File: src/hw/rtl/qee_pkg.sv
// Package for the quadrature encoder event block: beat types, widths,
// register map and the transition table. No dependencies.

package qee_pkg;

	localparam int TransitionsPerDetent = 4;
	localparam logic [7:0] StepValueReset = 8'd1;
	localparam logic [15:0] ReleaseDelayReset = 16'd50;

	localparam int InTdataW = 40;
	localparam int OutTdataW = 80;
	localparam int ApbAddrW = 3;
	localparam int ApbDataW = 32;

	typedef enum logic {
		REG_STEP_VALUE = 1'b0,
		REG_RELEASE_DELAY = 1'b1
	} qee_reg_t;

	typedef enum logic [1:0] {
		DIR_NONE = 2'd0,
		DIR_CW = 2'd1,
		DIR_CCW = 2'd2
	} qee_dir_t;

	typedef struct packed {
		logic quad_a;
		logic quad_b;
		logic button_level;
		logic [31:0] now_ms;
		logic clear_position;
	} qee_item_t;

	typedef struct packed {
		logic event_valid;
		logic event_kind;
		logic signed [8:0] rotation_delta;
		logic signed [31:0] position;
		logic active;
		logic signed [31:0] current_position;
	} qee_result_t;

	function automatic qee_dir_t qee_dir(input logic [1:0] last_pair, input logic [1:0] pair);
		qee_dir_t d;
		unique case ({last_pair, pair})
			4'b00_01: d = DIR_CW;
			4'b00_10: d = DIR_CCW;
			4'b01_00: d = DIR_CCW;
			4'b01_11: d = DIR_CW;
			4'b10_00: d = DIR_CW;
			4'b10_11: d = DIR_CCW;
			4'b11_01: d = DIR_CCW;
			4'b11_10: d = DIR_CW;
			default: d = DIR_NONE;
		endcase
		return d;
	endfunction

endpackage

File: src/hw/rtl/quadrature_encoder_events.sv
// Top level of the quadrature encoder event block: input stage, APB
// registers, result register. Depends on qee_pkg and qee_core.
//
//  channel  | dir | payload
//  s_axis   | in  | tdata: quad_a, quad_b, button_level, now_ms, clear_position
//  m_axis   | out | tdata: event_valid, rotation_delta, position, active,
//           |     |        current_position; tuser: event_kind
//  apb      | in  | step_value at 0x0, release_delay at 0x4
//
// One beat in and one beat out per clock cycle while the output is not stalled; a result
// beat is registered first in the input stage and then in the result register.
// Decoder state is updated in the single cycle a sample moves from the input
// stage to the result register. Reset empties both stages, returns the decoder
// state to its idle values and loads the register defaults.
// A stalled output holds its beat while one more sample waits in the input stage.

module quadrature_encoder_events #(
	parameter int TRANSITIONS_PER_DETENT = qee_pkg::TransitionsPerDetent
) (
	input  logic                           clk,
	input  logic                           arst_n,
	input  logic                           s_axis_tvalid,
	output logic                           s_axis_tready,
	// quad_a, quad_b, button_level, now_ms[31:0], clear_position, zero fill
	input  logic [qee_pkg::InTdataW-1:0]   s_axis_tdata,
	output logic                           m_axis_tvalid,
	input  logic                           m_axis_tready,
	// event_valid, rotation_delta[8:0], position[31:0], active,
	// current_position[31:0], zero fill
	output logic [qee_pkg::OutTdataW-1:0]  m_axis_tdata,
	// event_kind
	output logic                           m_axis_tuser,
	input  logic                           psel,
	input  logic                           penable,
	input  logic                           pwrite,
	input  logic [qee_pkg::ApbAddrW-1:0]   paddr,
	input  logic [qee_pkg::ApbDataW-1:0]   pwdata,
	output logic [qee_pkg::ApbDataW-1:0]   prdata,
	output logic                           pready
);
	import qee_pkg::*;

	logic in_vld_s1;
	qee_item_t item_s1;
	logic out_vld_q;
	qee_result_t res_q;
	qee_result_t res;
	logic advance;
	logic [7:0] step_q;
	logic [15:0] delay_q;
	qee_reg_t reg_sel;

	assign advance = in_vld_s1 && (!out_vld_q || m_axis_tready);
	assign s_axis_tready = !in_vld_s1 || !out_vld_q || m_axis_tready;

	always_ff @(posedge clk or negedge arst_n) begin
		if (!arst_n) begin
			in_vld_s1 <= 1'b0;
		end else if (s_axis_tready) begin
			in_vld_s1 <= s_axis_tvalid;
		end
	end

	always_ff @(posedge clk) begin
		if (s_axis_tready && s_axis_tvalid) begin
			item_s1.quad_a <= s_axis_tdata[0];
			item_s1.quad_b <= s_axis_tdata[1];
			item_s1.button_level <= s_axis_tdata[2];
			item_s1.now_ms <= s_axis_tdata[34:3];
			item_s1.clear_position <= s_axis_tdata[35];
		end
	end

	qee_core #(
		.TRANSITIONS_PER_DETENT(TRANSITIONS_PER_DETENT)
	) u_core (
		.clk(clk),
		.arst_n(arst_n),
		.en(advance),
		.item(item_s1),
		.step_value(step_q),
		.release_delay(delay_q),
		.result(res)
	);

	always_ff @(posedge clk or negedge arst_n) begin
		if (!arst_n) begin
			out_vld_q <= 1'b0;
		end else if (!out_vld_q || m_axis_tready) begin
			out_vld_q <= in_vld_s1;
		end
	end

	always_ff @(posedge clk) begin
		if (advance) begin
			res_q <= res;
		end
	end

	assign m_axis_tvalid = out_vld_q;
	assign m_axis_tuser = res_q.event_kind;
	assign m_axis_tdata = {5'd0, res_q.current_position, res_q.active, res_q.position,
		res_q.rotation_delta, res_q.event_valid};

	assign reg_sel = qee_reg_t'(paddr[2]);
	assign pready = 1'b1;

	always_ff @(posedge clk or negedge arst_n) begin
		if (!arst_n) begin
			step_q <= StepValueReset;
			delay_q <= ReleaseDelayReset;
		end else if (psel && penable && pwrite) begin
			unique case (reg_sel)
				REG_STEP_VALUE: step_q <= pwdata[7:0];
				REG_RELEASE_DELAY: delay_q <= pwdata[15:0];
				default: ;
			endcase
		end
	end

	always_comb begin
		unique case (reg_sel)
			REG_STEP_VALUE: prdata = {24'd0, step_q};
			REG_RELEASE_DELAY: prdata = {16'd0, delay_q};
			default: prdata = '0;
		endcase
	end

endmodule

File: src/hw/rtl/qee_core.sv
// Decoder state and per-sample event logic of the quadrature encoder block.
// Depends on qee_pkg.

module qee_core #(
	parameter int TRANSITIONS_PER_DETENT = qee_pkg::TransitionsPerDetent
) (
	input  logic               clk,
	input  logic               arst_n,
	input  logic               en,
	input  qee_pkg::qee_item_t item,
	input  logic [7:0]         step_value,
	input  logic [15:0]        release_delay,
	output qee_pkg::qee_result_t result
);
	import qee_pkg::*;

	localparam int CntW = $clog2(TRANSITIONS_PER_DETENT + 1);
	localparam logic [CntW-1:0] CntDetent = CntW'(TRANSITIONS_PER_DETENT);

	logic [1:0] quad_q;
	logic [CntW-1:0] cnt_q;
	logic [31:0] pos_q;
	logic [31:0] last_ms_q;
	logic pend_q;
	logic button_q;

	logic [1:0] pair;
	logic [31:0] pos_clr;
	logic [31:0] pos_rot;
	logic [31:0] elapsed;
	logic rel_fire;
	logic detent;
	logic btn_chg;
	logic [CntW-1:0] cnt_inc;
	logic [CntW-1:0] cnt_n;
	logic [8:0] delta;
	qee_dir_t dir;

	always_comb begin
		pair = {item.quad_a, item.quad_b};
		pos_clr = item.clear_position ? 32'd0 : pos_q;
		elapsed = item.now_ms - last_ms_q;
		rel_fire = pend_q && (elapsed >= {16'd0, release_delay});
		dir = qee_dir(quad_q, pair);
		cnt_inc = cnt_q + CntW'(1);
		detent = 1'b0;
		cnt_n = cnt_q;
		if (pair != quad_q) begin
			if (dir == DIR_NONE) begin
				cnt_n = '0;
			end else if (cnt_inc == CntDetent) begin
				cnt_n = '0;
				detent = 1'b1;
			end else begin
				cnt_n = cnt_inc;
			end
		end
		delta = (dir == DIR_CW) ? {1'b0, step_value} : 9'd0 - {1'b0, step_value};
		pos_rot = pos_clr + {{23{delta[8]}}, delta};
		btn_chg = item.button_level != button_q;

		result = '0;
		result.current_position = detent ? pos_rot : pos_clr;
		priority if (btn_chg) begin
			result.event_valid = 1'b1;
			result.event_kind = 1'b1;
			result.active = ~item.button_level;
		end else if (detent) begin
			result.event_valid = 1'b1;
			result.rotation_delta = delta;
			result.position = pos_rot;
			result.active = 1'b1;
		end else if (rel_fire) begin
			result.event_valid = 1'b1;
			result.position = pos_clr;
		end
	end

	always_ff @(posedge clk or negedge arst_n) begin
		if (!arst_n) begin
			quad_q <= 2'b11;
			cnt_q <= '0;
			pos_q <= '0;
			last_ms_q <= '0;
			pend_q <= 1'b0;
			button_q <= 1'b1;
		end else if (en) begin
			quad_q <= pair;
			cnt_q <= cnt_n;
			pos_q <= detent ? pos_rot : pos_clr;
			button_q <= item.button_level;
			if (detent) begin
				last_ms_q <= item.now_ms;
				pend_q <= 1'b1;
			end else if (rel_fire) begin
				pend_q <= 1'b0;
			end
		end
	end

endmodule

File: config.mk
export PLATFORM = sky130hd
export DESIGN_NAME = quadrature_encoder_events
export DESIGN_NICKNAME = d
export VERILOG_FILES = /design/src/hw/rtl/qee_pkg.sv /design/src/hw/rtl/quadrature_encoder_events.sv /design/src/hw/rtl/qee_core.sv
export SDC_FILE = /design/constraint.sdc
export NUM_CORES = 1
export LEC_CHECK = 0
export ABC_AREA = 0
export CORE_ASPECT_RATIO = 1.75
export CORE_MARGIN = 10
export CORE_UTILIZATION = 59
export DETAILED_ROUTE_END_ITERATION = 8
export DONT_BUFFER_PORTS = 1
export GPL_TIMING_DRIVEN = 0
export PLACE_DENSITY = 0.82
export RECOVER_POWER = 25
export SLEW_MARGIN = 25
export SYNTH_ARGS = -nofsm -noshare
export SYNTH_HDL_FRONTEND = slang
export SYNTH_HIERARCHICAL = 1
export SYNTH_SLANG_ARGS = --single-unit
File: constraint.sdc
create_clock -name clk -period 4.1 [get_ports clk]
set_input_delay 0.205 -clock clk [delete_from_list [all_inputs] [get_ports clk]]
set_output_delay 0.205 -clock clk [all_outputs]
set_load 0.1 [all_outputs]
==> metrics.txt, run 1 <==
mean routed wirelength per cell 22.47 um; fillers 1,587; most crowded layer after global routing met2; share of flip-flops with an asynchronous set or reset 46.41%; DR vias 11,280; Crit Reg-Reg Endpoint m_axis_tdata[35]$_DFFE_PP_; final routed DRC violation total 0; signal arrival time at the worst endpoint 4860 ps; cell count after synthesis 1,337; top cell type's share of synthesized area 25.64%; Worst Hold Launch penable; post-DR vias/cell 6.262; Iter 0 DRT Violations 1,059; power density over the cells 569.6 mW/mm2; max_cap viols 1; RSZ-0062 raised after global routing true; synthesized flop and latch total 209; family of cells with the greatest summed delay on the critical path simple AND/OR/NAND/NOR gates; buffers plus inverters on the worst setup path 4; Worst Hold Class input pin to flop; die height 217.2 um; GR met2 Demand/Resource 50.54%; time the worst path needs with I/O delays and setup 4612 ps; number of enable-type register cells in the synthesized netlist 112; CTS tree done; die span in x 132.7 um; total of buffers placed on input and output ports 0; Seq/Total Area, Yosys 44.22%; peak supply drop 0.4768 mV; actual slew at the worst max-slew pin 2613 ps; Clock Sinks 209; register-to-register setup slack -510 ps; standard cell core area 0.02198 mm2; top_reg_cell synth sky130_fd_sc_hd__edfxtp_1; CP Launch Point u_core/last_ms_q[0]$_DFFE_PN0P_; Nets 1,654; Pre-Repair DR Iteration Count 6; Leak 0.006778 uW; root buffer cell sky130_fd_sc_hd__clkbuf_16; type of origin of the critical path flop; critical path type flop to flop; number of distinct library cells after synthesis 79; dpl cells 1,655; number of synthesis warnings 6; worst hold path depth 2; clock latency on the worst-skew pair 520 ps; H-tree Lvls 1; Synth area leader sky130_fd_sc_hd__edfxtp_1; first-pass GRT wire length 61,270 um; standard cell with the maximum stage delay on the critical path sky130_fd_sc_hd__or4_4; met1 track demand over resource 24.92%; worst clock skew on the final layout 21.24 ps; post-synthesis instance area 0.01312 mm2; starting density of the core 59.67%; Final WS setup -512.3 ps; Post-Route WL 40,460 um; run status finished, violations left; vias in the first global route 11,460; initial antenna violation count 1; cell type with the highest occurrence count on the critical path sky130_fd_sc_hd__buf_4; clock buffers created by TritonCTS 20; number of hold-slack violations in the final timing report 0; max-slew violation count 98; Worst setup EP type flop; violations in the final reports max-capacitance violations, max-slew violations, negative setup slack; Min-Delay Endpoint step_q[4]$_DFFE_PN0P_; layout cell share with drive strength beyond 1 18.96%; critical path, cell by cell ha_2 -> fa_2 -> nand2b_4 -> a21o_4 -> a21oi_4 -> a21o_1 -> xor2_2 -> ha_1 -> nand2_1 -> nor2_1 -> a211oi_2 -> buf_4 -> o2111ai_4 -> nor4_2 -> nand4_1 -> or4_4 -> nor4_4 -> buf_6 -> buf_8 -> buf_4 -> o2bb2ai_1; largest stage delay on the critical path 460 ps; gr usage total 26.24%; post-detailed-route count of antenna-violating nets 0; gp weighted congestion 0.9481; maximum root-to-sink buffer count 3; area added between synthesis and finish 21.77%; startpoint of the most critical register-to-register path u_core/last_ms_q[0]$_DFFE_PN0P_; DIE AREA 0.02883 mm2; required time of the worst setup path 4350 ps; M3 GR Usage 4.428%; maximum number of pins on one net before global-route repair 98; share of the cycle needed by the critical path after routing 112.5%; depth of the worst register-to-register path 21; hold slack 17.82 ps; post-route non-filler standard cell count 1,801; Achievable Freq 0.2168 GHz; top area cells in the synthesized netlist sky130_fd_sc_hd__edfxtp_1, sky130_fd_sc_hd__dfrtp_1, sky130_fd_sc_hd__ha_1; gr ovfl total 0; final-report setup violation count 34; clock edge transition at the registers on the reported setup and hold paths 70 ps; Cell Rows 72; per-instance average area after synthesis 9.809 um2; HPWL reported at the end of detailed placement 28,530 um; number of top-level design ports 198; peak fanout along the critical path 5; headroom to the max-slew limit -74.20%
## worst register-to-register path, cell delays in order (launching register included)
cell	delay [ps]
sky130_fd_sc_hd__dfrtp_1	390
sky130_fd_sc_hd__ha_2	190
sky130_fd_sc_hd__fa_2	340
sky130_fd_sc_hd__nand2b_4	150
sky130_fd_sc_hd__a21o_4	220
sky130_fd_sc_hd__a21oi_4	160
sky130_fd_sc_hd__a21o_1	200
sky130_fd_sc_hd__xor2_2	230
sky130_fd_sc_hd__ha_1	280
sky130_fd_sc_hd__nand2_1	70
sky130_fd_sc_hd__nor2_1	50
sky130_fd_sc_hd__a211oi_2	200
sky130_fd_sc_hd__buf_4	190
sky130_fd_sc_hd__o2111ai_4	110
sky130_fd_sc_hd__nor4_2	180
sky130_fd_sc_hd__nand4_1	170
sky130_fd_sc_hd__or4_4	460
sky130_fd_sc_hd__nor4_4	240
sky130_fd_sc_hd__buf_6	180
sky130_fd_sc_hd__buf_8	110
sky130_fd_sc_hd__buf_4	110
sky130_fd_sc_hd__o2bb2ai_1	90
## worst max path at each step
stage	end	cells after the start
floorplan	m_axis_tdata[0]$_DFFE_PP_	19
global placement	m_axis_tdata[70]$_DFFE_PP_	14
detailed placement	m_axis_tdata[37]$_DFFE_PP_	14
CTS	m_axis_tdata[0]$_DFFE_PP_	20
global route	m_axis_tdata[0]$_DFFE_PP_	19
finish	m_axis_tdata[35]$_DFFE_PP_	21
## per-layer routing
| layer | wire [um] | up-vias |
|---|---|---|
| li1 | - | 5121 |
| met1 | 13090 | 5411 |
| met4 | 2753 | 0 |
| met2 | 22310 | 556 |
| met5 | 0 | - |
| met3 | 2305 | 189 |
## placed cells by master, fill, tap and decap left out, types with 30 or more instances in the layout
cell type	n
sky130_fd_sc_hd__mux2_2	32
sky130_fd_sc_hd__edfxtp_1	112
sky130_fd_sc_hd__nand2_1	141
sky130_fd_sc_hd__nor2b_1	33
sky130_fd_sc_hd__dlygate4sd3_1	57
sky130_fd_sc_hd__buf_4	71
sky130_fd_sc_hd__nand4_1	33
sky130_fd_sc_hd__clkbuf_1	40
sky130_fd_sc_hd__o21ai_0	63
sky130_fd_sc_hd__ha_1	67
sky130_fd_sc_hd__inv_1	86
sky130_fd_sc_hd__xnor2_1	30
sky130_fd_sc_hd__dfrtp_1	90
sky130_fd_sc_hd__a21oi_1	78
sky130_fd_sc_hd__nor2_1	75
## cell families (layout without fill, tap and decap cells)
logic type               count (synthesis)  count (layout)  share of synthesized area, %
multiplexers                            55              55                         4.885
AO/OA/AOI/OAI                          359             359                         17.88
AND/OR/NAND/NOR                        404             404                         15.45
flip-flops                             209             209                         44.22
adder cells (fa/ha/maj)                 83              83                         8.033
XOR/XNOR                                55              55                         3.673
buffers and inverters                  170             316                         5.810
other                                    2              24                       0.05726
## metrics by stage
step	utilization (%)	area [um2]	power [uW]	TNS, ps	setup WS [ps]
floorplan	-	13210	5787	-18.16	-18.16
global placement	61.79	13580	6497	-77150	-1403
detailed placement	62.02	13630	6571	-63870	-1422
CTS	70.01	15390	8704	-8730	-363.9
global route	72.64	15970	9567	-19100	-660.8
finish	72.65	15970	9097	-13840	-512.3
## registers in the layout, summed over array words and instances, names as in the netlist
signal / cells
m_axis_tuser: 1
u_core/last_ms_q: 32
step_q: 8
u_core/button_q: 1
u_core/pend_q: 1
in_vld_s1: 1
delay_q: 16
m_axis_tdata: 75
m_axis_tvalid: 1
u_core/pos_q: 32
item_s1: 36
u_core/cnt_q: 3
u_core/quad_q: 2
## cells in the mapped netlist (all sizes together) (4+ instances only)
library cell / count
a22oi: 6
mux2: 42
xnor2: 30
dfrtp: 90
nor2b: 33
o211ai: 17
o21ai: 81
nand4: 34
o21bai: 11
dfstp: 7
o2111ai: 8
or4: 4
and3: 9
nor3: 21
mux2i: 13
ha: 81
nand3: 15
a22o: 13
a2111oi: 4
edfxtp: 112
buf: 37
a31oi: 12
o22ai: 10
nor2: 80
o2bb2ai: 4
nand2b: 13
and2: 18
a21oi: 93
o31ai: 11
inv: 89
or2: 4
nand3b: 5
a21boi: 8
nor4: 8
and4: 4
a211oi: 10
nand2: 144
nand4b: 4
clkbuf: 44
a21o: 27
xor2: 25
o21a: 15
## power by group
group	switching, uW	internal [uW]	total, uW	leakage [uW]
registers	614	2530	3140	0.00221
logic	2570	1550	4130	0.00427
clock network	828	1000	1830	0.000306
## final cells by class
type / count / area, um2 / share of cell area [%]
Timing Repair inverter: 1 / 7.507 / 0.04701
Antenna cell: 2 / 5.005 / 0.03134
Tap cell: 296 / 370.4 / 2.319
Inverter: 89 / 337.8 / 2.115
Multi-Input combinational cell: 978 / 7259 / 45.46
Buffer: 75 / 434.2 / 2.719
Clock inverter: 6 / 40.04 / 0.2507
Sequential cell: 209 / 5799 / 36.31
Timing Repair Buffer: 115 / 1126 / 7.051
Clock buffer: 30 / 590.6 / 3.698
## repair_timing
action	in CTS	in global routing
gates resized for setup	61	79
setup buffers	27	24
pin swaps	24	12
cloned	2	1
hold buffers	58	0
setup endpoints to repair	86	67
endpoints found under the hold margin	159	0
Power figures use the tool's default switching activity.
==> run 2: changes to the inputs <==
ABC_AREA = 1   (was 0)
CORE_MARGIN = 4   (was 10)
==> run 2 against run 1 <==
Effect of this change: the run ends with max-capacitance violations, max-slew violations left; sequential share of layout area grew 0.75 points; sequential power is 8.0% lower; first-iteration DRC count decreased by 21%; fmax increased by 17%; core utilization down 3.6 points; combinational power decreased by 50%; die area fell by 11%.
==> metrics.txt, run 2 <==
H-tree Lvls 1; max FFs per register 75; type of origin of the critical path flop; Seq/Total Area, Yosys 42.79%; number of enable-type register cells in the synthesized netlist 112; cell count after synthesis 1,782; post-synthesis instance area 0.01355 mm2; mean routed wirelength per cell 17.61 um; gr ovfl total 0; die span in x 122.6 um; final routed DRC violation total 0; time the worst path needs with I/O delays and setup 3927 ps; standard cell core area 0.02265 mm2; RSZ-0062 raised after global routing true; Cell Rows 73; Register Area 0.005799 mm2; post-placement worst setup slack -379.1 ps; clock buffers created by TritonCTS 20; top library cells by usage in the layout, fill and taps aside sky130_fd_sc_hd__nand2_1, sky130_fd_sc_hd__inv_1, sky130_fd_sc_hd__nor2_1; root buffer cell sky130_fd_sc_hd__clkbuf_16; worst clock skew on the final layout 31.45 ps; maximum number of pins on one net before global-route repair 98; dpl cells 2,107; share of flip-flops with an asynchronous set or reset 46.41%; post-DR vias/cell 5.477; placed inst area 0.01417 mm2; clock latency on the worst-skew pair 520 ps; number of synthesis warnings 6; Nets 2,065; Post-Route WL 39,040 um; peak supply drop 0.4468 mV; number of distinct library cells after synthesis 56; top cell type's share of synthesized area 24.82%; Clock Sinks 209; commonest non-fill, non-tap cell in the layout sky130_fd_sc_hd__nand2_1; gp weighted congestion 0.9975; finished layout cell area 0.01565 mm2; hold slack 94.66 ps; top_reg_cell synth sky130_fd_sc_hd__edfxtp_1; actual slew at the worst max-slew pin 2603 ps; share of the cycle needed by the critical path after routing 95.78%; total area of multi-input combinational cells 0.006454 mm2; leading cell types by count after synthesis sky130_fd_sc_hd__nand2_1, sky130_fd_sc_hd__inv_1, sky130_fd_sc_hd__nor2_1, sky130_fd_sc_hd__a21oi_1, sky130_fd_sc_hd__edfxtp_1; post-detailed-route count of antenna-violating nets 0; top area cells in the synthesized netlist sky130_fd_sc_hd__edfxtp_1, sky130_fd_sc_hd__dfrtp_1, sky130_fd_sc_hd__nand2_1; clock edge transition at the registers on the reported setup and hold paths 70 ps; critical path type flop to flop; per-instance average area after synthesis 7.605 um2; initial antenna violation count 2; starting density of the core 59.83%; first-pass GRT wire length 61,150 um; Final WS setup 173.0 ps; headroom to the max-slew limit -73.52%; layout cell share with drive strength beyond 1 9.718%; final-report setup violation count 0; library cell with the highest instance count after synthesis sky130_fd_sc_hd__nand2_1; Worst setup EP type flop; Achievable Freq 0.2546 GHz; setup TNS after final layout 0 ps; run status finished, violations left; DIE AREA 0.02555 mm2; max-slew violation count 98; HPWL reported at the end of detailed placement 29,160 um; number of hold-slack violations in the final timing report 0; Pre-Repair DR Iteration Count 8; die height 208.5 um; max_cap viols 1; post-route non-filler standard cell count 2,217; signal arrival time at the worst endpoint 4180 ps; gr usage total 30.73%; vias in the first global route 12,220; Iter 0 DRT Violations 839; required time of the worst setup path 4350 ps; Leak 0.007960 uW; fillers 1,881; peak fanout along the critical path 9; Worst Hold Class input pin to flop; largest stage delay on the critical path 560 ps; standard cell with the maximum stage delay on the critical path sky130_fd_sc_hd__dfstp_2; DR vias 12,140; cell type with the highest occurrence count on the critical path sky130_fd_sc_hd__nand2_1; violations in the final reports max-capacitance violations, max-slew violations; area added between synthesis and finish 15.46%; total of buffers placed on input and output ports 0; number of top-level design ports 198; synthesized flop and latch total 209; critical path, cell by cell xor2_1 -> nand2_4 -> nand2_1 -> xor2_1 -> inv_1 -> ha_1 -> a21oi_1 -> nand2_1 -> a21oi_2 -> inv_1 -> nand2_1 -> nand3_1 -> nand3_1 -> o211ai_1 -> buf_4 -> or2_2 -> nand2_1 -> nand2_1 -> nand2_1 -> a21oi_2; Synth area leader sky130_fd_sc_hd__edfxtp_1; maximum root-to-sink buffer count 3; power density over the cells 437.1 mW/mm2; CTS tree done
run 2: changes by cell type in the layout (fill, tap and decap cells not counted), moves of 30 or more:
| cell | previous run | this run |
|---|---|---|
| sky130_fd_sc_hd__a21oi_1 | 78 | 108 |
| sky130_fd_sc_hd__buf_4 | 71 | 26 |
| sky130_fd_sc_hd__nand3_1 | 14 | 82 |
| sky130_fd_sc_hd__mux2_2 | 32 | 1 |
| sky130_fd_sc_hd__inv_1 | 86 | 285 |
| sky130_fd_sc_hd__nor2_1 | 75 | 148 |
| sky130_fd_sc_hd__nor2b_1 | 33 | 0 |
| sky130_fd_sc_hd__nand2_1 | 141 | 557 |
run 2: timing repair:
item | in CTS | in global routing
gates cloned | 1 | 0
endpoints found under the setup margin | 41 | 50
endpoints found under the hold margin | 159 | 0
hold buffers | 67 | 0
gates resized for setup | 4 | 35
pin swaps | 0 | 3
buffers inserted | 2 | 1
run 2: worst paths after layout:
path | endpoint | start | cells after the start | slack (ps)
worst max register to register | m_axis_tdata[35]$_DFFE_PP_ | u_core/quad_q[1]$_DFFE_PN1P_ | 20 | 170
worst min register to register | delay_q[5]$_DFFE_PN1P_ | delay_q[5]$_DFFE_PN1P_ | 2 | 500
worst min-delay path | step_q[7]$_DFFE_PN0P_ | pwrite | 3 | 90
max in group asynchronous | u_core/pos_q[16]$_DFFE_PN0P_ | arst_n | 2 | 1450
min in group asynchronous | delay_q[15]$_DFFE_PN0P_ | arst_n | 2 | 1080
worst max-delay path | m_axis_tdata[35]$_DFFE_PP_ | u_core/quad_q[1]$_DFFE_PN1P_ | 20 | 170
run 2: report_power, final:
| part | total (uW) | leakage [uW] | switching (uW) | internal, uW |
|---|---|---|---|---|
| clock | 1880 | 0.000316 | 790 | 1090 |
| sequential | 2890 | 0.00225 | 482 | 2410 |
| combinational | 2070 | 0.00539 | 1460 | 613 |
run 2: metrics by stage:
stage | utilization [%] | power (uW)
final | 69.08 | 6839
after global routing | 69.07 | 7164
after CTS | 68.65 | 6784
after detailed placement | 62.54 | 4794
after global placement | 61.86 | 4722
after floorplan | - | 4361
run 2: metal layers:
| metal | GRT usage [%] | vias up | wire [um] |
|---|---|---|---|
| li1 | - | 5867 | - |
| met4 | 21.35 | 0 | 3191 |
| met1 | 28.23 | 5565 | 12410 |
| met3 | 3.862 | 181 | 1887 |
| met2 | 59.65 | 530 | 21560 |
| met5 | 0 | - | 0 |
run 2: area by class of cell:
| type | count | area share (%) |
|---|---|---|
| multi-input combinational | 1234 | 41.24 |
| sequential | 209 | 37.06 |
| inverter | 300 | 7.221 |
| timing repair buffer | 75 | 5.381 |
| clock buffer | 29 | 3.614 |
| buffer | 59 | 2.431 |
| tap | 300 | 2.399 |
| clock inverter | 7 | 0.5517 |
| timing repair inverter | 1 | 0.04798 |
| antenna | 3 | 0.04798 |
run 2: cell families (layout without fill, tap and decap cells):
group | count (synthesis) | count (layout) | share of synthesized area (%)
other | 2 | 25 | 0.05542
adders and majority gates | 83 | 83 | 7.774
and+or+nand+nor | 860 | 860 | 26.39
muxes | 1 | 1 | 0.08309
xor gates and xnor gates | 28 | 28 | 1.810
DFF | 209 | 209 | 42.79
buffers and inverters | 359 | 471 | 11.12
AOI/OAI and AO/OA | 240 | 240 | 9.981
run 2: worst max-delay path, delay by kind of cell (launching register included):
family | cells | cell delay, ps
compound gates | 4 | 510
xor+xnor | 2 | 510
buf+inv | 3 | 340
simple gates | 10 | 1380
flops | 1 | 560
fa+ha+maj | 1 | 370
